### src/rtl/ppdc_pkg.sv
// Shared types and constants for the position PID drive controller.
// No dependencies; every other file in rtl/ imports this package.
package ppdc_pkg;

    // Field widths
    localparam int POS_W      = 24;              // encoder and target width
    localparam int ERR_W      = POS_W + 2;       // error in half degrees
    localparam int DELTA_W    = ERR_W + 1;       // error difference
    localparam int INT_W      = 14;              // integral, 0.01 deg*s units
    localparam int TOL_W      = 10;
    localparam int GAIN_W     = 16;
    localparam int GAIN_FRAC  = 12;              // Q4.12 gains
    localparam int DRIVE_W    = 8;
    localparam int CFG_IDX_W  = 3;
    localparam int CFG_DATA_W = (POS_W > GAIN_W) ? POS_W : GAIN_W;  // widest register

    // Product widths (gain is zero-extended to a signed GAIN_W+1 operand)
    localparam int PP_W  = GAIN_W + 1 + ERR_W;
    localparam int PI_W  = GAIN_W + 1 + INT_W;
    localparam int PD_W  = GAIN_W + 1 + DELTA_W;
    localparam int NUM_W = PD_W + 14;            // room for the *5000 term and the sum
    localparam int MAG_W = NUM_W - 1;

    // Integral clamp
    localparam int INTEGRAL_LIMIT = 5000;

    // Output scaling: drive = round(num / (200 * 2^GAIN_FRAC)), saturated
    localparam int DRIVE_LIMIT = 100;
    localparam int DIV_BASE    = 200;
    localparam logic [MAG_W:0] ROUND_HALF = (MAG_W + 1)'(DIV_BASE) << (GAIN_FRAC - 1);
    localparam int T_W         = 15;             // quotient by 2^GAIN_FRAC, below SAT_T
    localparam int SAT_T       = (DRIVE_LIMIT + 1) * DIV_BASE;
    localparam int RECIP_SHIFT = 22;
    localparam int RECIP_W     = 15;
    localparam logic [RECIP_W-1:0] RECIP_200 =
        RECIP_W'(((1 << RECIP_SHIFT) + DIV_BASE - 1) / DIV_BASE);
    localparam int Q_W         = 7;

    // Constant scale factors of the three PID terms
    localparam logic signed [NUM_W-1:0] SCALE_P = NUM_W'(100);
    localparam logic signed [NUM_W-1:0] SCALE_I = NUM_W'(2);
    localparam logic signed [NUM_W-1:0] SCALE_D = NUM_W'(5000);

    // Output queue
    localparam int FIFO_DEPTH = 8;
    localparam int FIFO_AW    = 3;
    localparam int CNT_W      = FIFO_AW + 1;

    // Register indexes
    typedef enum logic [CFG_IDX_W-1:0] {
        REG_TARGET    = 3'd0,
        REG_TOLERANCE = 3'd1,
        REG_GAIN_P    = 3'd2,
        REG_GAIN_I    = 3'd3,
        REG_GAIN_D    = 3'd4
    } t_cfg_idx;

    // Request and response payloads
    typedef struct packed {
        logic signed [POS_W-1:0] left_position;
        logic signed [POS_W-1:0] right_position;
        logic                    start_move;
    } t_req;

    typedef struct packed {
        logic signed [DRIVE_W-1:0] drive_percent;
        logic                      move_done;
    } t_rsp;

    // Between pipeline stages
    typedef struct packed {
        logic                      valid;
        logic                      done;
        logic signed [ERR_W-1:0]   e2;
        logic signed [DELTA_W-1:0] delta;
        logic signed [INT_W-1:0]   integral;
    } t_err_stage;

    typedef struct packed {
        logic                    valid;
        logic                    done;
        logic signed [PP_W-1:0]  pp;
        logic signed [PI_W-1:0]  pi;
        logic signed [PD_W-1:0]  pd;
    } t_prod_stage;

    typedef struct packed {
        logic                    valid;
        logic                    done;
        logic signed [NUM_W-1:0] sp;
        logic signed [NUM_W-1:0] si;
        logic signed [NUM_W-1:0] sd;
    } t_scaled_stage;

    typedef struct packed {
        logic           valid;
        logic           done;
        logic           neg;
        logic           sat;
        logic [T_W-1:0] t;
    } t_round_stage;

endpackage

### src/rtl/ppdc_terms.sv
// Gain products and constant scaling of the three PID terms.
// Depends on ppdc_pkg. Two register stages: products, then scaled terms.
module ppdc_terms (
    input  logic                          i_clk,
    input  logic                          i_rst_n,
    input  ppdc_pkg::t_err_stage          i_stage,
    input  logic [ppdc_pkg::GAIN_W-1:0]   i_gain_p,
    input  logic [ppdc_pkg::GAIN_W-1:0]   i_gain_i,
    input  logic [ppdc_pkg::GAIN_W-1:0]   i_gain_d,
    output ppdc_pkg::t_scaled_stage       o_stage
);
    import ppdc_pkg::*;

    t_prod_stage   r_prod, n_prod;
    t_scaled_stage r_scaled, n_scaled;

    logic signed [GAIN_W:0] gp_s, gi_s, gd_s;

    assign gp_s = $signed({1'b0, i_gain_p});
    assign gi_s = $signed({1'b0, i_gain_i});
    assign gd_s = $signed({1'b0, i_gain_d});

    // Gain products
    always_comb begin
        n_prod.valid = i_stage.valid;
        n_prod.done  = i_stage.done;
        n_prod.pp    = PP_W'(gp_s) * PP_W'(i_stage.e2);
        n_prod.pi    = PI_W'(gi_s) * PI_W'(i_stage.integral);
        n_prod.pd    = PD_W'(gd_s) * PD_W'(i_stage.delta);
    end

    // Constant scaling to a common denominator
    always_comb begin
        n_scaled.valid = r_prod.valid;
        n_scaled.done  = r_prod.done;
        n_scaled.sp    = NUM_W'(r_prod.pp) * SCALE_P;
        n_scaled.si    = NUM_W'(r_prod.pi) * SCALE_I;
        n_scaled.sd    = NUM_W'(r_prod.pd) * SCALE_D;
    end

    always_ff @(posedge i_clk) begin
        if (!i_rst_n) begin
            r_prod   <= '0;
            r_scaled <= '0;
        end else begin
            r_prod   <= n_prod;
            r_scaled <= n_scaled;
        end
    end

    assign o_stage = r_scaled;

endmodule

### config.mk
export PLATFORM = sky130hd
export DESIGN_NAME = ppdc_terms
export DESIGN_NICKNAME = d
export VERILOG_FILES = /design/src/rtl/ppdc_pkg.sv /design/src/rtl/ppdc_terms.sv
export SDC_FILE = /design/constraint.sdc
export NUM_CORES = 2
export LEC_CHECK = 0
export BUFFER_PORTS_ARGS = -buffer_cell sky130_fd_sc_hd__buf_2
export CORE_MARGIN = 2
export CORE_UTILIZATION = 25
export CTS_CLUSTER_DIAMETER = 150
export DETAILED_ROUTE_END_ITERATION = 8
export SYNTH_ARGS = -nofsm -noshare
export SYNTH_HDL_FRONTEND = slang
export SYNTH_SLANG_ARGS = --single-unit
### constraint.sdc
create_clock -name i_clk -period 9.36 [get_ports i_clk]
set_clock_uncertainty 0.1 [all_clocks]
set_input_delay 1.404 -clock i_clk [delete_from_list [all_inputs] [get_ports i_clk]]
set_output_delay 1.404 -clock i_clk [all_outputs]
set_load 0.01 [all_outputs]
==> summary.txt <==
Status
  – Outcome: finished, final reports clean

Route
  – ANT nets after route: 0
  – DRT Wirelength: 147 mm
  – Avg WL per Cell: 15.4 µm
  – DR iter-0 viols: 1846
  – First-pass DRT Iterations: 7
  – Vias: 41300
  – DRC violations left: 0
  – Detailed-route vias per instance: 4.33

CTS
  – Clk slew on worst S/H paths: 0.06 ns
  – Root buffer cell: clkbuf_16
  – CTS Sinks: 257
  – # Post-CTS Setup Buffers: 0
  – Post-CTS Resized: 0
  – Skew-Pair Late Insertion Delay: 0.60 ns
  – Clock buffer depth: 3
  – CTS tree: built
  – CTS Hold Bufs: 0
  – Num CTS Buffers: 37
  – H-Tree Depth: 2

Die
  – Die Area: 0.235 mm²
  – Initial Utilization: 25.1%
  – IO Pins: 295
  – Core area: 0.230 mm²
  – Die width: 485 µm
  – Chip Height: 485 µm
  – Row count: 176

Setup path
  – Critical Path Fanout Max: 26
  – Crit end category: register
  – Reg2Reg Setup Slack: 3.33 ns
  – Critical Path Most Common Cell: fa_1
  – Cell-by-cell trace of the critical path: buf_2 -> nand2_1 -> fa_1 -> fa_1 -> fa_1 -> inv_1 -> fa_1 -> fa_1 -> inv_1 -> fa_1 -> inv_1 -> ha_1 -> a211o_1 -> a21oi_1 -> o2bb2ai_1 -> o21ai_0 -> o211ai_1 -> a21oi_1 -> o211ai_1 -> nand2_1 -> a311oi_1 -> mux2i_1
  – Slowest-stage cell, CP: fa_1
  – Worst EP required: 9.78 ns
  – Critical Path AT: 8.07 ns
  – Crit Path Class: in -> reg
  – Critical Path Start Type: input port
  – Worst path max stage delay: 0.53 ns

Cells and area
  – Filler cell count: 24600
  – Proportion of layout cells with a drive suffix above 1: 5.85%
  – Multi-input logic area: 0.0455 mm²
  – Final nets: 8445
  – Area Growth Syn to Fin: 9.34%
  – FF+latch area: 0.00514 mm²

Yosys
  – Ys async rst share: 0%
  – Cells after Synth: 6403
  – Post-synthesis sequential area ratio: 8.90%
  – Post-Syn Area: 0.0578 mm²
  – Yosys synthesis warning count: 0
  – Synth area leader: fa_1
  – Share of the synthesized area in the top cell type: 40.2%
  – Main flop type after synthesis: dfxtp_1
  – Post-synth EDFFs: 0
  – Synthesized flop and latch total: 257
  – Syn_area_per_cell: 9.03 µm²
  – Netlist cell types: 85
  – Top post-synthesis cells by area: fa_1, ha_1, inv_1, dfxtp_1, and2_1

Timing
  – Final setup vio count: 0
  – Crit share post-route: 81.8%
  – Worst-Margin Slew: 0.775 ns
  – Final Max Tran Viols: 0
  – Period minus WS final: 7.66 ns
  – Fmax: 0.131 GHz
  – RSZ-0062 raised after global routing: false
  – WHS: 0.316 ns
  – Relative slew slack: 48.3%
  – Hold violation total from the final report: 0
  – Setup TNS: 0 ns

Global routing
  – Gr usage total: 12.8%
  – Vias in the first global route: 45500
  – Initial antenna violation count: 4
  – First-pass GRT wire length: 242 mm
  – GR peak layer: met2
  – Largest net degree at the start of global routing: 105
  – Met2 Usage GRT: 23.6%
  – Grt ovf: 0
  – Met1 Usage GRT: 15.7%
  – Met3 Track Usage GR: 1.44%

Flow run
  – Max-cap violations: 0

Placement
  – GPL Wtd Cong: 0.867
  – Post-DP HPWL: 123 mm
  – Port-buffer cells: 288

Hold path
  – Min-Delay Path Class: reg -> reg
[stage by stage]
stage / util, % / area, µm² / setup slack [ns] / std cells
finish: 27.5 / 63200 / 1.70 / 9541
global route: 27.5 / 63200 / 1.31 / 9537
global placement: 27.0 / 62000 / 1.17 / 9473
floorplan: - / 57800 / 1.89 / 6408
detailed placement: 27.0 / 62000 / 1.13 / 9473
CTS: 27.5 / 63200 / 1.80 / 9537
[metal layers]
| layer | up-vias | routed length [µm] |
|---|---|---|
| li1 | 19200 | - |
| met5 | - | 14 |
| met4 | 4 | 4020 |
| met3 | 174 | 6390 |
| met1 | 21000 | 61300 |
| met2 | 920 | 75400 |
[kinds of logic after synthesis]
family	Yosys count	share of synthesized area [%]
compound gates	540	6.23
xor+xnor	177	2.68
fa+ha+maj	1840	54.9
buf+inv	1872	12.4
flops	257	8.90
mux	8	0.139
other cells	1	0.00649
simple gates	1708	14.7
[critical path: cells and delay by family]
family	cells	cell delay (ns)
muxes	1	0.21
AOI/OAI and AO/OA	8	2.17
adders and majority gates	7	3.37
and+or+nand+nor	2	0.31
buffers and inverters	4	0.59
[final timing paths]
path | end | cells past startpoint | from
setup / recovery | r_prod[115]$_SDFF_PN0_ | 22 | i_gain_p[2]
hold / removal | o_stage[83]$_SDFF_PN0_ | 1 | r_prod[68]$_SDFF_PN0_
setup reg to reg | o_stage[42]$_SDFF_PN0_ | 18 | r_prod[5]$_SDFF_PN0_
hold reg to reg | o_stage[83]$_SDFF_PN0_ | 1 | r_prod[68]$_SDFF_PN0_
[Yosys cell counts, types with 7 or more instances]
library cell / instances
a211oi_1: 19
a21o_1: 89
a21oi_1: 169
a31oi_1: 15
and2_1: 609
and3_1: 26
buf_4: 39
clkbuf_1: 206
dfxtp_1: 257
fa_1: 1160
ha_1: 680
inv_1: 1619
mux2i_1: 8
nand2_1: 685
nand2b_1: 33
nand3_1: 40
nand4_1: 26
nor2_1: 174
nor2b_1: 30
nor3_1: 36
nor3b_1: 7
o211ai_1: 16
o21a_1: 25
o21ai_0: 85
o21ai_1: 7
o21bai_1: 23
o31ai_1: 7
or2_2: 7
or3_1: 13
xnor2_1: 117
xor2_1: 60
[cell type report]
class                   count  share of cell area, %
multi-input cells        4279                   72.0
inverters                1621                   9.63
flip-flops and latches    257                   8.14
well taps                3026                   5.99
repair buffers            290                   2.31
clock buffers              46                   1.58
clock inverters            18                  0.337
diodes                      4                 0.0158
[sequential cells by signal, indices dropped and copies added (netlist names)]
register	cells
o_stage	137
r_prod	118
n_scaled	2
[cell usage in the layout, fill, tap and decap left out, types with 8 or more instances in the layout]
cell type  count
a211oi_1      19
xor2_1        60
nor2_1       174
xnor2_1      117
mux2i_1        8
and3_1        26
o21ai_0       85
nor2b_1       30
clkbuf_16     37
a31oi_1       15
nor3_1        36
inv_1       1619
or3_1         13
o21bai_1      23
and2_1       609
nand2_1      685
buf_2        287
nand2b_1      33
nand4_1       26
ha_1         680
dfxtp_1      257
a21o_1        89
a21oi_1      169
o21a_1        25
fa_1        1160
o211ai_1      16
nand3_1       40
Power is left out: the tool's default activity adds up to more than one toggle a clock period on the data nets, which glitch-free logic cannot reach.
