`config.mk`:
```
export PLATFORM = sky130hd
export DESIGN_NAME = ppdc_error
export DESIGN_NICKNAME = d
export VERILOG_FILES = /design/src/rtl/ppdc_pkg.sv /design/src/rtl/ppdc_error.sv
export SDC_FILE = /design/constraint.sdc
export NUM_CORES = 1
export LEC_CHECK = 0
export BUFFER_PORTS_ARGS = -buffer_cell sky130_fd_sc_hd__buf_2
export CAP_MARGIN = 30
export CORE_MARGIN = 1
export CORE_UTILIZATION = 30
export DETAILED_ROUTE_END_ITERATION = 10
export HOLD_SLACK_MARGIN = 0.03
export PLACE_DENSITY = 0.56
export SKIP_CTS_REPAIR_TIMING = 1
export SLEW_MARGIN = 20
export SYNTH_ARGS = -nofsm -noshare
export SYNTH_HDL_FRONTEND = slang
export SYNTH_SLANG_ARGS = --single-unit
```
`constraint.sdc`:
```
create_clock -name i_clk -period 8.57 [get_ports i_clk]
set_input_delay 1.2855 -clock i_clk [delete_from_list [all_inputs] [get_ports i_clk]]
set_output_delay 1.2855 -clock i_clk [all_outputs]
set_load 0.005 [all_outputs]
```
`src/rtl/ppdc_pkg.sv`:
```
// Shared types and constants for the position PID drive controller.
// No dependencies; every other file in rtl/ imports this package.
package ppdc_pkg;

    // Field widths
    localparam int POS_W      = 24;              // encoder and target width
    localparam int ERR_W      = POS_W + 2;       // error in half degrees
    localparam int DELTA_W    = ERR_W + 1;       // error difference
    localparam int INT_W      = 14;              // integral, 0.01 deg*s units
    localparam int TOL_W      = 10;
    localparam int GAIN_W     = 16;
    localparam int GAIN_FRAC  = 12;              // Q4.12 gains
    localparam int DRIVE_W    = 8;
    localparam int CFG_IDX_W  = 3;
    localparam int CFG_DATA_W = (POS_W > GAIN_W) ? POS_W : GAIN_W;  // widest register

    // Product widths (gain is zero-extended to a signed GAIN_W+1 operand)
    localparam int PP_W  = GAIN_W + 1 + ERR_W;
    localparam int PI_W  = GAIN_W + 1 + INT_W;
    localparam int PD_W  = GAIN_W + 1 + DELTA_W;
    localparam int NUM_W = PD_W + 14;            // room for the *5000 term and the sum
    localparam int MAG_W = NUM_W - 1;

    // Integral clamp
    localparam int INTEGRAL_LIMIT = 5000;

    // Output scaling: drive = round(num / (200 * 2^GAIN_FRAC)), saturated
    localparam int DRIVE_LIMIT = 100;
    localparam int DIV_BASE    = 200;
    localparam logic [MAG_W:0] ROUND_HALF = (MAG_W + 1)'(DIV_BASE) << (GAIN_FRAC - 1);
    localparam int T_W         = 15;             // quotient by 2^GAIN_FRAC, below SAT_T
    localparam int SAT_T       = (DRIVE_LIMIT + 1) * DIV_BASE;
    localparam int RECIP_SHIFT = 22;
    localparam int RECIP_W     = 15;
    localparam logic [RECIP_W-1:0] RECIP_200 =
        RECIP_W'(((1 << RECIP_SHIFT) + DIV_BASE - 1) / DIV_BASE);
    localparam int Q_W         = 7;

    // Constant scale factors of the three PID terms
    localparam logic signed [NUM_W-1:0] SCALE_P = NUM_W'(100);
    localparam logic signed [NUM_W-1:0] SCALE_I = NUM_W'(2);
    localparam logic signed [NUM_W-1:0] SCALE_D = NUM_W'(5000);

    // Output queue
    localparam int FIFO_DEPTH = 8;
    localparam int FIFO_AW    = 3;
    localparam int CNT_W      = FIFO_AW + 1;

    // Register indexes
    typedef enum logic [CFG_IDX_W-1:0] {
        REG_TARGET    = 3'd0,
        REG_TOLERANCE = 3'd1,
        REG_GAIN_P    = 3'd2,
        REG_GAIN_I    = 3'd3,
        REG_GAIN_D    = 3'd4
    } t_cfg_idx;

    // Request and response payloads
    typedef struct packed {
        logic signed [POS_W-1:0] left_position;
        logic signed [POS_W-1:0] right_position;
        logic                    start_move;
    } t_req;

    typedef struct packed {
        logic signed [DRIVE_W-1:0] drive_percent;
        logic                      move_done;
    } t_rsp;

    // Between pipeline stages
    typedef struct packed {
        logic                      valid;
        logic                      done;
        logic signed [ERR_W-1:0]   e2;
        logic signed [DELTA_W-1:0] delta;
        logic signed [INT_W-1:0]   integral;
    } t_err_stage;

    typedef struct packed {
        logic                    valid;
        logic                    done;
        logic signed [PP_W-1:0]  pp;
        logic signed [PI_W-1:0]  pi;
        logic signed [PD_W-1:0]  pd;
    } t_prod_stage;

    typedef struct packed {
        logic                    valid;
        logic                    done;
        logic signed [NUM_W-1:0] sp;
        logic signed [NUM_W-1:0] si;
        logic signed [NUM_W-1:0] sd;
    } t_scaled_stage;

    typedef struct packed {
        logic           valid;
        logic           done;
        logic           neg;
        logic           sat;
        logic [T_W-1:0] t;
    } t_round_stage;

endpackage

```
`src/rtl/ppdc_error.sv`:
```
// Error, done latch, integral and previous-error state of the controller.
// Depends on ppdc_pkg. Holds the only loop-carried state of the datapath.
module ppdc_error (
    input  logic                           i_clk,
    input  logic                           i_rst_n,
    input  logic                           i_valid,
    input  ppdc_pkg::t_req                 i_req,
    input  logic signed [ppdc_pkg::POS_W-1:0] i_target,
    input  logic [ppdc_pkg::TOL_W-1:0]     i_tolerance,
    output ppdc_pkg::t_err_stage           o_stage
);
    import ppdc_pkg::*;

    logic signed [INT_W-1:0] r_integral, n_integral;
    logic signed [ERR_W-1:0] r_prev, n_prev;
    logic                    r_done, n_done;
    t_err_stage              r_stage, n_stage;

    logic signed [INT_W-1:0] eff_int;
    logic signed [ERR_W-1:0] eff_prev;
    logic                    eff_done;
    logic signed [ERR_W-1:0] e2;
    logic [ERR_W-1:0]        mag_e2;
    logic signed [ERR_W:0]   int_sum;
    logic signed [INT_W-1:0] int_clamped;
    logic                    compute;

    // Start clears the state before the tick is evaluated
    assign eff_int  = i_req.start_move ? '0 : r_integral;
    assign eff_prev = i_req.start_move ? '0 : r_prev;
    assign eff_done = i_req.start_move ? 1'b0 : r_done;

    // Error in half degrees: 2*target - (left + right)
    assign e2 = (ERR_W'(i_target) <<< 1) - (ERR_W'(i_req.left_position)
                + ERR_W'(i_req.right_position));
    assign mag_e2 = e2[ERR_W-1] ? ERR_W'(-e2) : ERR_W'(e2);

    // Integral step with clamp to +-INTEGRAL_LIMIT
    assign int_sum = (ERR_W+1)'(eff_int) + (ERR_W+1)'(e2);
    always_comb begin
        if (int_sum > (ERR_W+1)'(INTEGRAL_LIMIT)) begin
            int_clamped = INT_W'(INTEGRAL_LIMIT);
        end else if (int_sum < -(ERR_W+1)'(INTEGRAL_LIMIT)) begin
            int_clamped = -INT_W'(INTEGRAL_LIMIT);
        end else begin
            int_clamped = INT_W'(int_sum);
        end
    end

    // Done test and state update
    always_comb begin
        n_integral = eff_int;
        n_prev     = eff_prev;
        n_done     = eff_done;
        compute    = 1'b0;
        if (!eff_done) begin
            if (mag_e2 < {{(ERR_W-TOL_W-1){1'b0}}, i_tolerance, 1'b0}) begin
                n_done = 1'b1;
            end else begin
                compute    = 1'b1;
                n_integral = int_clamped;
                n_prev     = e2;
            end
        end
    end

    // Terms handed on are zero when no drive is computed, so the drive is zero
    always_comb begin
        n_stage.valid    = i_valid;
        n_stage.done     = n_done;
        n_stage.e2       = compute ? e2 : '0;
        n_stage.delta    = compute ? (DELTA_W'(e2) - DELTA_W'(eff_prev)) : '0;
        n_stage.integral = compute ? int_clamped : '0;
    end

    always_ff @(posedge i_clk) begin
        if (!i_rst_n) begin
            r_integral <= '0;
            r_prev     <= '0;
            r_done     <= 1'b0;
            r_stage    <= '0;
        end else begin
            r_stage <= n_stage;
            if (i_valid) begin
                r_integral <= n_integral;
                r_prev     <= n_prev;
                r_done     <= n_done;
            end
        end
    end

    assign o_stage = r_stage;

endmodule

```
==> reports/results.tsv <==
stage	metric	value	unit
critical_path	worst_ep_required_time	8.88	ns
critical_path	crit_arrival	8.13	ns
sta	finalClockSkew	0.01208	ns
sta	worst_slack	0.7470	ns
critical_path	regToRegSetupSlack	2.98	ns
critical_path	start_kind	primary input	
synthesis	synth_seq_cells	110	
sta	rsz0062_at_grt	false	
grt	grt_first_pass_wirelength	50530	µm
grt	grt-ovfl-total	0	
floorplan	fp.coreArea	0.03345	mm²
sta	fin_setup_tns	0	ns
clock_tree	cts_buffers	9	
clock_tree	clk_pin_slew	0.08	ns
run	drv_cap	0	
cells_and_area	fin_nets	1619	
grt	grt_pass1_vias	9463	
grt	antenna_found_initial	0	
floorplan	num_rows	67	
power	powerDensity	308.1	mW/mm²
synthesis	synth.yosys.seq_area_share	0.2160	
floorplan	io_pins	155	
sta	finalHoldViolations	0	
sta	fmax	127.8	MHz
critical_path	critPathCaptureType	register	
synthesis	netlist_area	0.01019	mm²
drt	num_vias	9903	
clock_tree	ctsRootBufferMaster	clkbuf_16	
synthesis	yosysWarnings	0	
synthesis	syn_area_per_cell	7.799	µm²
synthesis	syn_nets	1494	
place	portBuffers	154	
cells_and_area	final_common_cell	buf_2	
grt	grt_use_total	0.1800	
synthesis	synth_flop_cell	dfxtp_1	
grt	grt_start_max_net_pins	47	
drt	drt_pre_antenna_iters	7	
synthesis	synth_async_sr_flop_share	0	
sta	slew_headroom	0.3484	
sta	fin_crit	7.823	ns
floorplan	die_w	186.3	µm
place	globalplace.congestion	0.8754	
floorplan	dieArea	0.03472	mm²
power	p_leak	0.005162	µW
power	irDropWorstVdd	0.1288	mV
place	pre_cts_slack	0.4710	ns
cells_and_area	area_delta_synth_final	15.45	%
floorplan	start_util	0.3048	
clock_tree	cts_tree	built	
sta	tightest_slew	0.9722	ns
floorplan	die_h	186.3	µm
place	hpwl	24760	µm
cells_and_area	drive_gt1_frac	0.1670	
outcome	outcome	finished clean	
synthesis	synthCells	1307	
drt	ant_nets	0	
worst_hold_path	holdCritPathClass	reg -> reg	
power	totalPowerFinal	3626	µW
drt	vias_per_cell	5.254	
cells_and_area	final_cell_mix	buf_2 (154), nor2_1 (141), dfxtp_1 (110), inv_1 (105), nand2_1 (100)	
clock_tree	max-clock-path-buffers	2	
sta	finalCritPeriodShare	0.9128	
critical_path	path_class	in -> reg	
sta	final-setup-viol-count	0	
clock_tree	clock_sinks	110	
critical_path	cp_max_fo	7	
cells_and_area	antenna_cells	0	
drt	routedWlPerCell	16.81	µm
drt	drc_errors	0	
clock_tree	cts.htree.levels	3	
synthesis	ys_types	95	
synthesis	synth_edf_count	0	
drt	wl	31690	µm
sta	maxSlewViolCount	0	
drt	drt-initial-drc-count	861	
clock_tree	clk-insertion-delay-late	0.36	ns
[layer usage]
metal | up-vias | global-route usage | share of wire
li1 | 4928 | - | -
met1 | 4662 | 0.2395 | 0.46
met2 | 285 | 0.3104 | 0.47
met3 | 28 | 0.01956 | 0.050
met4 | 0 | 0.04100 | 0.015
met5 | - | 0 | 0
[critical path: stages]
cell and delay, ns:
buf_2 0.07, inv_1 0.04, fa_1 0.48, ha_1 0.39
a21oi_2 0.29, nand2_1 0.14, xnor2_1 0.50, inv_1 0.24
ha_1 0.42, o21ai_0 0.31, o21ai_0 0.23, a311oi_1 0.50
o31ai_1 0.19, a31oi_1 0.51, o221ai_2 0.26, a21boi_1 0.20
a211oi_1 0.29, nand2_1 0.13, a22oi_1 0.49, a41oi_2 0.16
or3b_1 0.56, a21oi_2 0.25, and2_1 0.17
[state kept, by name, summed over array words and instances, names as in the netlist]
name        cells
r_integral     14
r_prev         26
o_stage        69
r_done          1
[cells by family (layout without fill, tap and decap cells)]
logic type,Yosys count,after routing,share of synthesized area
and+or+nand+nor,463,463,0.2252
AOI/OAI and AO/OA,367,367,0.2622
buffers and inverters,170,300,0.06604
DFF,110,110,0.2160
adders and majority gates,105,105,0.1470
xor gates and xnor gates,81,81,0.07230
muxes,11,11,0.01117
[report_power, final]
| part | internal, µW | switching, µW | leakage (µW) | total (µW) |
|---|---|---|---|---|
| Sequential | 659 | 60.0 | 0.000911 | 719 |
| Combinational | 937 | 1510 | 0.00410 | 2450 |
| Clock | 240 | 216 | 0.000154 | 456 |
[final timing paths]
kind / cells past startpoint / start / endpoint
hold reg to reg: 1 / r_integral[12] / r_integral[12]
hold / removal: 1 / r_integral[12] / r_integral[12]
setup reg to reg: 17 / r_integral[0] / o_stage[0]
setup / recovery: 23 / i_req[3] / o_stage[0]
[metrics by stage]
| step | utilization | cells | instance area (µm²) | hold WS [ns] |
|---|---|---|---|---|
| floorplan | - | 1307 | 10190 | 0.4273 |
| global placement | 0.3422 | 1868 | 11440 | 0.4413 |
| detailed placement | 0.3422 | 1868 | 11440 | 0.4495 |
| CTS | 0.3515 | 1884 | 11760 | 0.4687 |
| global route | 0.3519 | 1885 | 11770 | 0.4885 |
| finish | 0.3519 | 1885 | 11770 | 0.4637 |
[cell usage after synthesis (all sizes together), types with 7 or more instances]
master	n	share of area
or3	13	0.0080
and2	12	0.0074
nand3	27	0.014
a211oi	18	0.014
o21bai	7	0.0052
clkbuf	39	0.014
inv	107	0.039
a21o	14	0.010
o211ai	20	0.015
nor4	10	0.0061
dfxtp	110	0.22
nor2	142	0.053
mux2i	8	0.0079
a211o	7	0.0060
xor2	24	0.021
xnor2	55	0.047
and3	15	0.0092
nand4	15	0.0098
o21a	11	0.0081
o31ai	14	0.012
nor3	31	0.017
o311ai	9	0.0077
o21ai	52	0.026
nor2b	56	0.034
nand2	102	0.038
a22oi	29	0.021
nand2b	16	0.0098
ha	75	0.092
fa	26	0.051
a31oi	17	0.010
a21oi	88	0.046
buf	24	0.012
o22ai	10	0.0061
[layout make-up]
class,count,area [µm²]
Clock buffer,10,239.0
Clock inverter,6,73.82
Fill cell,3552,21680
Inverter,107,401.6
Multi-Input combinational cell,1027,7332
Sequential cell,110,2202
Tap cell,448,560.5
Timing Repair Buffer,177,959.7
No activity file was read; power rests on OpenSTA's default activity.
