[src/rtl/ppdc_pkg.sv]
// Shared types and constants for the position PID drive controller.
// No dependencies; every other file in rtl/ imports this package.
package ppdc_pkg;

    // Field widths
    localparam int POS_W      = 24;              // encoder and target width
    localparam int ERR_W      = POS_W + 2;       // error in half degrees
    localparam int DELTA_W    = ERR_W + 1;       // error difference
    localparam int INT_W      = 14;              // integral, 0.01 deg*s units
    localparam int TOL_W      = 10;
    localparam int GAIN_W     = 16;
    localparam int GAIN_FRAC  = 12;              // Q4.12 gains
    localparam int DRIVE_W    = 8;
    localparam int CFG_IDX_W  = 3;
    localparam int CFG_DATA_W = (POS_W > GAIN_W) ? POS_W : GAIN_W;  // widest register

    // Product widths (gain is zero-extended to a signed GAIN_W+1 operand)
    localparam int PP_W  = GAIN_W + 1 + ERR_W;
    localparam int PI_W  = GAIN_W + 1 + INT_W;
    localparam int PD_W  = GAIN_W + 1 + DELTA_W;
    localparam int NUM_W = PD_W + 14;            // room for the *5000 term and the sum
    localparam int MAG_W = NUM_W - 1;

    // Integral clamp
    localparam int INTEGRAL_LIMIT = 5000;

    // Output scaling: drive = round(num / (200 * 2^GAIN_FRAC)), saturated
    localparam int DRIVE_LIMIT = 100;
    localparam int DIV_BASE    = 200;
    localparam logic [MAG_W:0] ROUND_HALF = (MAG_W + 1)'(DIV_BASE) << (GAIN_FRAC - 1);
    localparam int T_W         = 15;             // quotient by 2^GAIN_FRAC, below SAT_T
    localparam int SAT_T       = (DRIVE_LIMIT + 1) * DIV_BASE;
    localparam int RECIP_SHIFT = 22;
    localparam int RECIP_W     = 15;
    localparam logic [RECIP_W-1:0] RECIP_200 =
        RECIP_W'(((1 << RECIP_SHIFT) + DIV_BASE - 1) / DIV_BASE);
    localparam int Q_W         = 7;

    // Constant scale factors of the three PID terms
    localparam logic signed [NUM_W-1:0] SCALE_P = NUM_W'(100);
    localparam logic signed [NUM_W-1:0] SCALE_I = NUM_W'(2);
    localparam logic signed [NUM_W-1:0] SCALE_D = NUM_W'(5000);

    // Output queue
    localparam int FIFO_DEPTH = 8;
    localparam int FIFO_AW    = 3;
    localparam int CNT_W      = FIFO_AW + 1;

    // Register indexes
    typedef enum logic [CFG_IDX_W-1:0] {
        REG_TARGET    = 3'd0,
        REG_TOLERANCE = 3'd1,
        REG_GAIN_P    = 3'd2,
        REG_GAIN_I    = 3'd3,
        REG_GAIN_D    = 3'd4
    } t_cfg_idx;

    // Request and response payloads
    typedef struct packed {
        logic signed [POS_W-1:0] left_position;
        logic signed [POS_W-1:0] right_position;
        logic                    start_move;
    } t_req;

    typedef struct packed {
        logic signed [DRIVE_W-1:0] drive_percent;
        logic                      move_done;
    } t_rsp;

    // Between pipeline stages
    typedef struct packed {
        logic                      valid;
        logic                      done;
        logic signed [ERR_W-1:0]   e2;
        logic signed [DELTA_W-1:0] delta;
        logic signed [INT_W-1:0]   integral;
    } t_err_stage;

    typedef struct packed {
        logic                    valid;
        logic                    done;
        logic signed [PP_W-1:0]  pp;
        logic signed [PI_W-1:0]  pi;
        logic signed [PD_W-1:0]  pd;
    } t_prod_stage;

    typedef struct packed {
        logic                    valid;
        logic                    done;
        logic signed [NUM_W-1:0] sp;
        logic signed [NUM_W-1:0] si;
        logic signed [NUM_W-1:0] sd;
    } t_scaled_stage;

    typedef struct packed {
        logic           valid;
        logic           done;
        logic           neg;
        logic           sat;
        logic [T_W-1:0] t;
    } t_round_stage;

endpackage

[src/rtl/ppdc_fifo.sv]
// Output queue that holds finished responses until the consumer takes them.
// Depends on ppdc_pkg. Always has room: the top level limits requests in flight.
module ppdc_fifo (
    input  logic           i_clk,
    input  logic           i_rst_n,
    input  logic           i_wr,
    input  ppdc_pkg::t_rsp i_wr_data,
    input  logic           i_stall,
    output logic           o_valid,
    output ppdc_pkg::t_rsp o_data
);
    import ppdc_pkg::*;

    t_rsp               mem [FIFO_DEPTH];
    logic [FIFO_AW-1:0] r_wr_ptr, r_rd_ptr;
    logic [CNT_W-1:0]   r_count, n_count;
    logic               rd;

    assign o_valid = (r_count != '0);
    assign o_data  = mem[r_rd_ptr];
    assign rd      = o_valid && !i_stall;

    always_comb begin
        n_count = r_count;
        if (i_wr && !rd) begin
            n_count = r_count + CNT_W'(1);
        end else if (!i_wr && rd) begin
            n_count = r_count - CNT_W'(1);
        end
    end

    always_ff @(posedge i_clk) begin
        if (!i_rst_n) begin
            r_wr_ptr <= '0;
            r_rd_ptr <= '0;
            r_count  <= '0;
        end else begin
            r_count <= n_count;
            if (i_wr) begin
                r_wr_ptr <= r_wr_ptr + FIFO_AW'(1);
            end
            if (rd) begin
                r_rd_ptr <= r_rd_ptr + FIFO_AW'(1);
            end
        end
    end

    always_ff @(posedge i_clk) begin
        if (i_wr) begin
            mem[r_wr_ptr] <= i_wr_data;
        end
    end

endmodule

[config.mk]
export PLATFORM = sky130hd
export DESIGN_NAME = ppdc_fifo
export DESIGN_NICKNAME = d
export VERILOG_FILES = /design/src/rtl/ppdc_pkg.sv /design/src/rtl/ppdc_fifo.sv
export SDC_FILE = /design/constraint.sdc
export NUM_CORES = 1
export LEC_CHECK = 0
export ABC_AREA = 0
export BUFFER_PORTS_ARGS = -buffer_cell sky130_fd_sc_hd__buf_2
export CORE_MARGIN = 4
export CORE_UTILIZATION = 35
export CTS_CLUSTER_DIAMETER = 120
export DETAILED_ROUTE_END_ITERATION = 12
export GPL_TIMING_DRIVEN = 0
export SETUP_SLACK_MARGIN = 0.02
export SLEW_MARGIN = 20
export SYNTH_ARGS = -nofsm -noshare
export SYNTH_HDL_FRONTEND = slang
export SYNTH_SLANG_ARGS = --single-unit
[constraint.sdc]
create_clock -name i_clk -period 2.7 [get_ports i_clk]
set_input_delay 0.405 -clock i_clk [delete_from_list [all_inputs] [get_ports i_clk]]
set_output_delay 0.405 -clock i_clk [all_outputs]
set_load 0.05 [all_outputs]
==> results of run 1 <==
-- area by class of cell --
type                    instances  area share [%]
clock inverters                 7            1.25
multi-input cells              80            24.5
flip-flops and latches         85            62.2
repair buffers                 24            3.21
plain buffers                   6            1.22
inverters                       3           0.289
well taps                     129            4.14
clock buffers                   9            3.18
-- cells in the mapped netlist (all sizes together) --
cell type | n | area share (%)
edfxtp | 72 | 63
mux4 | 18 | 14
dfxtp | 13 | 7.6
mux2 | 9 | 3.0
nor2 | 8 | 0.88
and2 | 7 | 1.3
nand2 | 6 | 0.66
ha | 5 | 1.8
buf | 4 | 1.2
nand2b | 4 | 0.73
clkbuf | 3 | 0.33
inv | 3 | 0.33
mux2i | 3 | 0.88
xnor2 | 3 | 0.77
xor2 | 3 | 0.77
nor2b | 2 | 0.37
nor3 | 2 | 0.29
o21ai | 2 | 0.29
a211oi | 1 | 0.22
a21boi | 1 | 0.22
a21oi | 1 | 0.15
a31oi | 1 | 0.18
fa | 1 | 0.58
nand3 | 1 | 0.15
nor3b | 1 | 0.22
nor4 | 1 | 0.18
-- critical path, stage by stage, from the launching register on --
cell     delay [ns]
dfxtp_1        0.33
buf_6          0.17
buf_12         0.16
mux4_1         0.54
mux2_2         0.29
buf_2          0.21
-- state kept, by name, indices dropped and copies added (netlist names), named ones only --
register  count
r_count       4
r_wr_ptr      3
r_rd_ptr      3
mem          72
-- power by group through the flow --
stage | combinational [W] | clock (W) | sequential, W
after detailed placement | 0.00105 | 0 | 0.00158
after global routing | 0.00110 | 0.000872 | 0.00158
after global placement | 0.00103 | 0 | 0.00158
after CTS | 0.00103 | 0.000816 | 0.00156
final | 0.00102 | 0.000778 | 0.00157
after floorplan | 0.000841 | 0 | 0.00157
-- how the worst max path moves through the flow --
stage	from	endpoint	slack, ns
after floorplan	r_count[1]	r_count[3]	0.52
after global placement	r_count[1]	r_count[3]	0.23
after detailed placement	r_count[1]	r_count[3]	0.24
after CTS	register	o_data[5]	0.07
after global routing	register	o_data[1]	0.15
final	register	o_data[5]	0.25
-- per-layer routing --
layer / global-route usage (%) / part of all wire (%) / vias up
met5: 0 / 0 / -
met4: 3.56 / 0.78 / 0
met3: 3.67 / 3.4 / 2
met2: 16.5 / 50 / 23
met1: 14.0 / 45 / 821
li1: - / - / 766
-- through the flow --
stage               util (%)  cells
global placement        39.4    326
CTS                     41.5    343
detailed placement      39.7    328
finish                  41.6    343
floorplan                  -    175
global route            41.6    343
-- kinds of logic after synthesis --
| family | count (synthesis) | share of synthesized area, % |
|---|---|---|
| AOI/OAI and AO/OA | 6 | 1.06 |
| buffers and inverters | 10 | 1.83 |
| xor gates and xnor gates | 6 | 1.54 |
| adders and majority gates | 6 | 2.41 |
| DFF | 85 | 70.8 |
| muxes | 30 | 17.7 |
| and+or+nand+nor | 32 | 4.75 |
==> results.toml, run 1 <==
[cells_and_area]
seqCellArea_um2 = 2420
drive_above_1_share_pct = 26.2
design_area_um2 = 3900
multi_input_area_um2 = 955
nets = 228
area_growth_pct = 13.8
antenna_cells = 0
final_cell_mix = "edfxtp_1 (72), buf_2 (23), mux4_1 (18)"
nFillCells = 861
final_common_cell = "edfxtp_1"

[routing]
drt-vias-per-instance = 4.70
vias = 1612
wire_per_inst_um = 16.3
ant_nets = 0
drt-total-wl_mm = 5.61
drc = 0
firstDrtPassIters = 4
first_iter_violations = 39

[sta]
fmax_mhz = 407
rsz0062_at_grt = "false"
tightest_slew_ns = 0.989
fin_crit_sh_pct = 90.9
maxSlewViolCount = 0
timing.hold.ws_ns = 0.329
hold_viol = 0
fin_ws_ns = 0.246
setup_viol = 0
max-slew-margin-rel_pct = 33.8
finalClockSkew_ns = 0.00887
finalCriticalPeriod_ns = 2.45
setup_tns_ns = 0

[yosys]
synth_seq_area_share_pct = 70.8
syn_inst = 175
synth_area_um2 = 3420
avgSynthCellArea_um2 = 19.6
syn_nets = 194
yosysUniqueCellTypes = 29
yosys_warnings = 0
ys_ff_latch = 85

[place]
hpwl_mm = 3.61
place_ws_ns = 0.235
port_buffers = 22
dpl_cell_area_um2 = 3720
gp_congestion = 0.659

[power]
p_per_area_nw_per_um2 = 864
seqPwrFrac_pct = 46.6
vdd_drop_max_mv = 0.540
power.share.clock_pct = 23.1
swShare_pct = 32.2
p_int_w = 0.00228
power_switching_w = 0.00108
combPwrFrac_pct = 30.3
total_leakage_power_nw = 1.34
total_power_w = 0.00336

[critical_path]
reg2reg_depth = 10
cp-end-kind = "output port"
rr_startpoint = "r_count[1]"
rr_endpoint = "r_count[3]"
required_ns = 2.30
cp.arrival_ns = 2.05
r2r_slack_ns = 0.37
cp_max_fo = 10
critPathLaunchType = "register"
critical_path_class = "register to output port"

[global_routing]
grt_pass1_wl_mm = 8.81
grt_pass1_vias = 1639
antenna_found_initial = 0
grt_max_degree = 16
grt_use_total_pct = 10.6
grt-ovfl-total = 0

[clock_tree]
cts_buffers = 9
path_clk_slew_ns = 0.09
numClockSinks = 85
cts_tree = "built"
postCtsSetupBuffers = 0
cts_root_buffer = "clkbuf_8"
postCtsResizedCells = 0
clock_latency_ns = 0.34
cts_max_path_buffers = 2
cts_max_level = 3
holdBufCountCts = 0

[die]
start_util_pct = 36.5
io_pins = 23
num_rows = 35
die_w_um = 107
die_h_um = 107
core_um2 = 9370
die_area_um2 = 11400

[flow_run]
maxCapViolations = 0

[status]
run_status = "finished clean"

[worst_hold_path]
hold_class = "input port to register"
hold_end = "mem[6][7]"
hold_start = "i_wr_data[7]"
holdPathStages = 1
Power figures use the tool's default switching activity.
==> run 2, diff against run 1 <==
CORE_UTILIZATION = 31   (was 35)
==> run 2 against run 1 <==
Compared with the run above:
- sequential share of layout area fell by 0.63 points
- hold slack barely moved
- critical path depth did not move
- die area rose by 12%
- global-route usage fell by 0.38 points
- highest routed layer is now met5
- core utilization fell by 5.3 points
- worst setup slack got worse by 0.022 ns
- clock skew rose by 0.0047 ns
- largest power group unchanged
- non-clock buffer count did not move
==> results.toml, run 2 (synthesis results as in run 1) <==
[critical_path]
cp-end-kind = "output port"
critical_path_class = "register to output port"
required_ns = 2.30
critPathLaunchType = "register"
cp.arrival_ns = 2.07
cp_max_fo = 10

[place]
port_buffers = 22
hpwl_mm = 3.94
gp_congestion = 0.727

[die]
num_rows = 38
die_w_um = 113
die_area_um2 = 12800
core_um2 = 10800
die_h_um = 113
io_pins = 23
start_util_pct = 31.6

[clock_tree]
cts_max_level = 3
cts_tree = "built"
path_clk_slew_ns = 0.09
holdBufCountCts = 0
clock_latency_ns = 0.35
cts_buffers = 9
cts_max_path_buffers = 2
cts_root_buffer = "clkbuf_8"
numClockSinks = 85

[global_routing]
grt-ovfl-total = 0
grt_max_degree = 16
grt_util_met2_pct = 17.2
grt_pass1_vias = 1771
antenna_found_initial = 1
grtUsageMet1_pct = 12.6
grt_pass1_wl_mm = 9.69
grt_use_total_pct = 10.3
top_usage_layer = "met2"
use_met3_pct = 3.80

[sta]
rsz0062_at_grt = "false"
finalClockSkew_ns = 0.0136
fmax_mhz = 404
setup_tns_ns = 0
fin_crit_sh_pct = 91.7
maxSlewViolCount = 0
finalCriticalPeriod_ns = 2.48
setup_viol = 0
hold_viol = 0
max-slew-margin-rel_pct = 28.7
tightest_slew_ns = 1.06

[cells_and_area]
nets = 228
top_register = "mem"
largest_reg_flops = 72
antenna_cells = 0
drive_above_1_share_pct = 25.7
reg.largest.list = "mem x72, r_count x4"
final_cell_mix = "edfxtp_1 (72), buf_2 (23), mux4_1 (18)"
area_growth_pct = 15.0
final_common_cell = "edfxtp_1"

[flow_run]
maxCapViolations = 0

[power]
total_power_w = 0.00349
p_per_area_nw_per_um2 = 887
vdd_drop_max_mv = 0.438
total_leakage_power_nw = 1.35

[routing]
ant_nets = 0
firstDrtPassIters = 4
drc = 0
wire_per_inst_um = 17.2
first_iter_violations = 60
drt-vias-per-instance = 4.59
drt-total-wl_mm = 6.11
vias = 1626

[status]
run_status = "finished clean"

[worst_hold_path]
hold_class = "input port to register"
## run 2: cell count changes in the layout (fill, tap and decap cells not counted)
cell	before	now
clkinv_2	3	1
inv_6	3	1
bufinv_16	0	1
clkbuf_1	2	3
clkinv_4	0	1
inv_8	0	1
## run 2: per-stage QoR
| stage | util (%) | cell area (um2) | hold slack [ns] | worst slack [ns] | cells |
|---|---|---|---|---|---|
| after floorplan | - | 3420 | 0.446 | 0.519 | 175 |
| after global placement | 34.2 | 3710 | 0.463 | 0.220 | 337 |
| after detailed placement | 34.4 | 3730 | 0.475 | 0.191 | 339 |
| after CTS | 36.3 | 3930 | 0.309 | 0.162 | 354 |
| after global routing | 36.3 | 3940 | 0.314 | 0.114 | 354 |
| final | 36.3 | 3940 | 0.328 | 0.224 | 354 |
## run 2: critical path: stages (launching register included)
cell	delay (ns)
dfxtp_1	0.33
buf_6	0.18
buf_12	0.17
mux4_1	0.54
mux2_2	0.29
buf_2	0.22
## run 2: final timing paths
kind,from,to,slack (ns),depth (start not counted)
worst max-delay path,register,o_data[4],0.22,5
worst min-delay path,i_wr_data[1],mem[5][1],0.33,1
worst max register to register,r_count[1],r_count[3],0.37,10
worst min register to register,r_count[3],r_count[3],0.49,2
## run 2: power by group
group | switching [W] | internal [W]
Combinational | 0.000590 | 0.000440
Clock | 0.000457 | 0.000438
Sequential | 0.0000661 | 0.00150
Total | 0.00111 | 0.00238
## run 2: area by class of cell
class / instances / area (um2)
tap: 140 / 175
clock buffer: 10 / 128
inverter: 3 / 11.3
multi-input combinational: 80 / 955
buffer: 6 / 47.5
fill: 1046 / 6900
sequential: 85 / 2420
timing repair buffer: 24 / 125
clock inverter: 6 / 71.3
## run 2: timing repair
action                     CTS  global route
setup endpoints to repair    9             1
resized for setup            1             1
hold endpoints to repair     0             0
buffers inserted             0             0
## run 2: metal layers
layer	wire length, um	up-vias
met5	13	-
met4	24	2
met3	226	6
met2	3140	25
met1	2700	824
li1	-	769
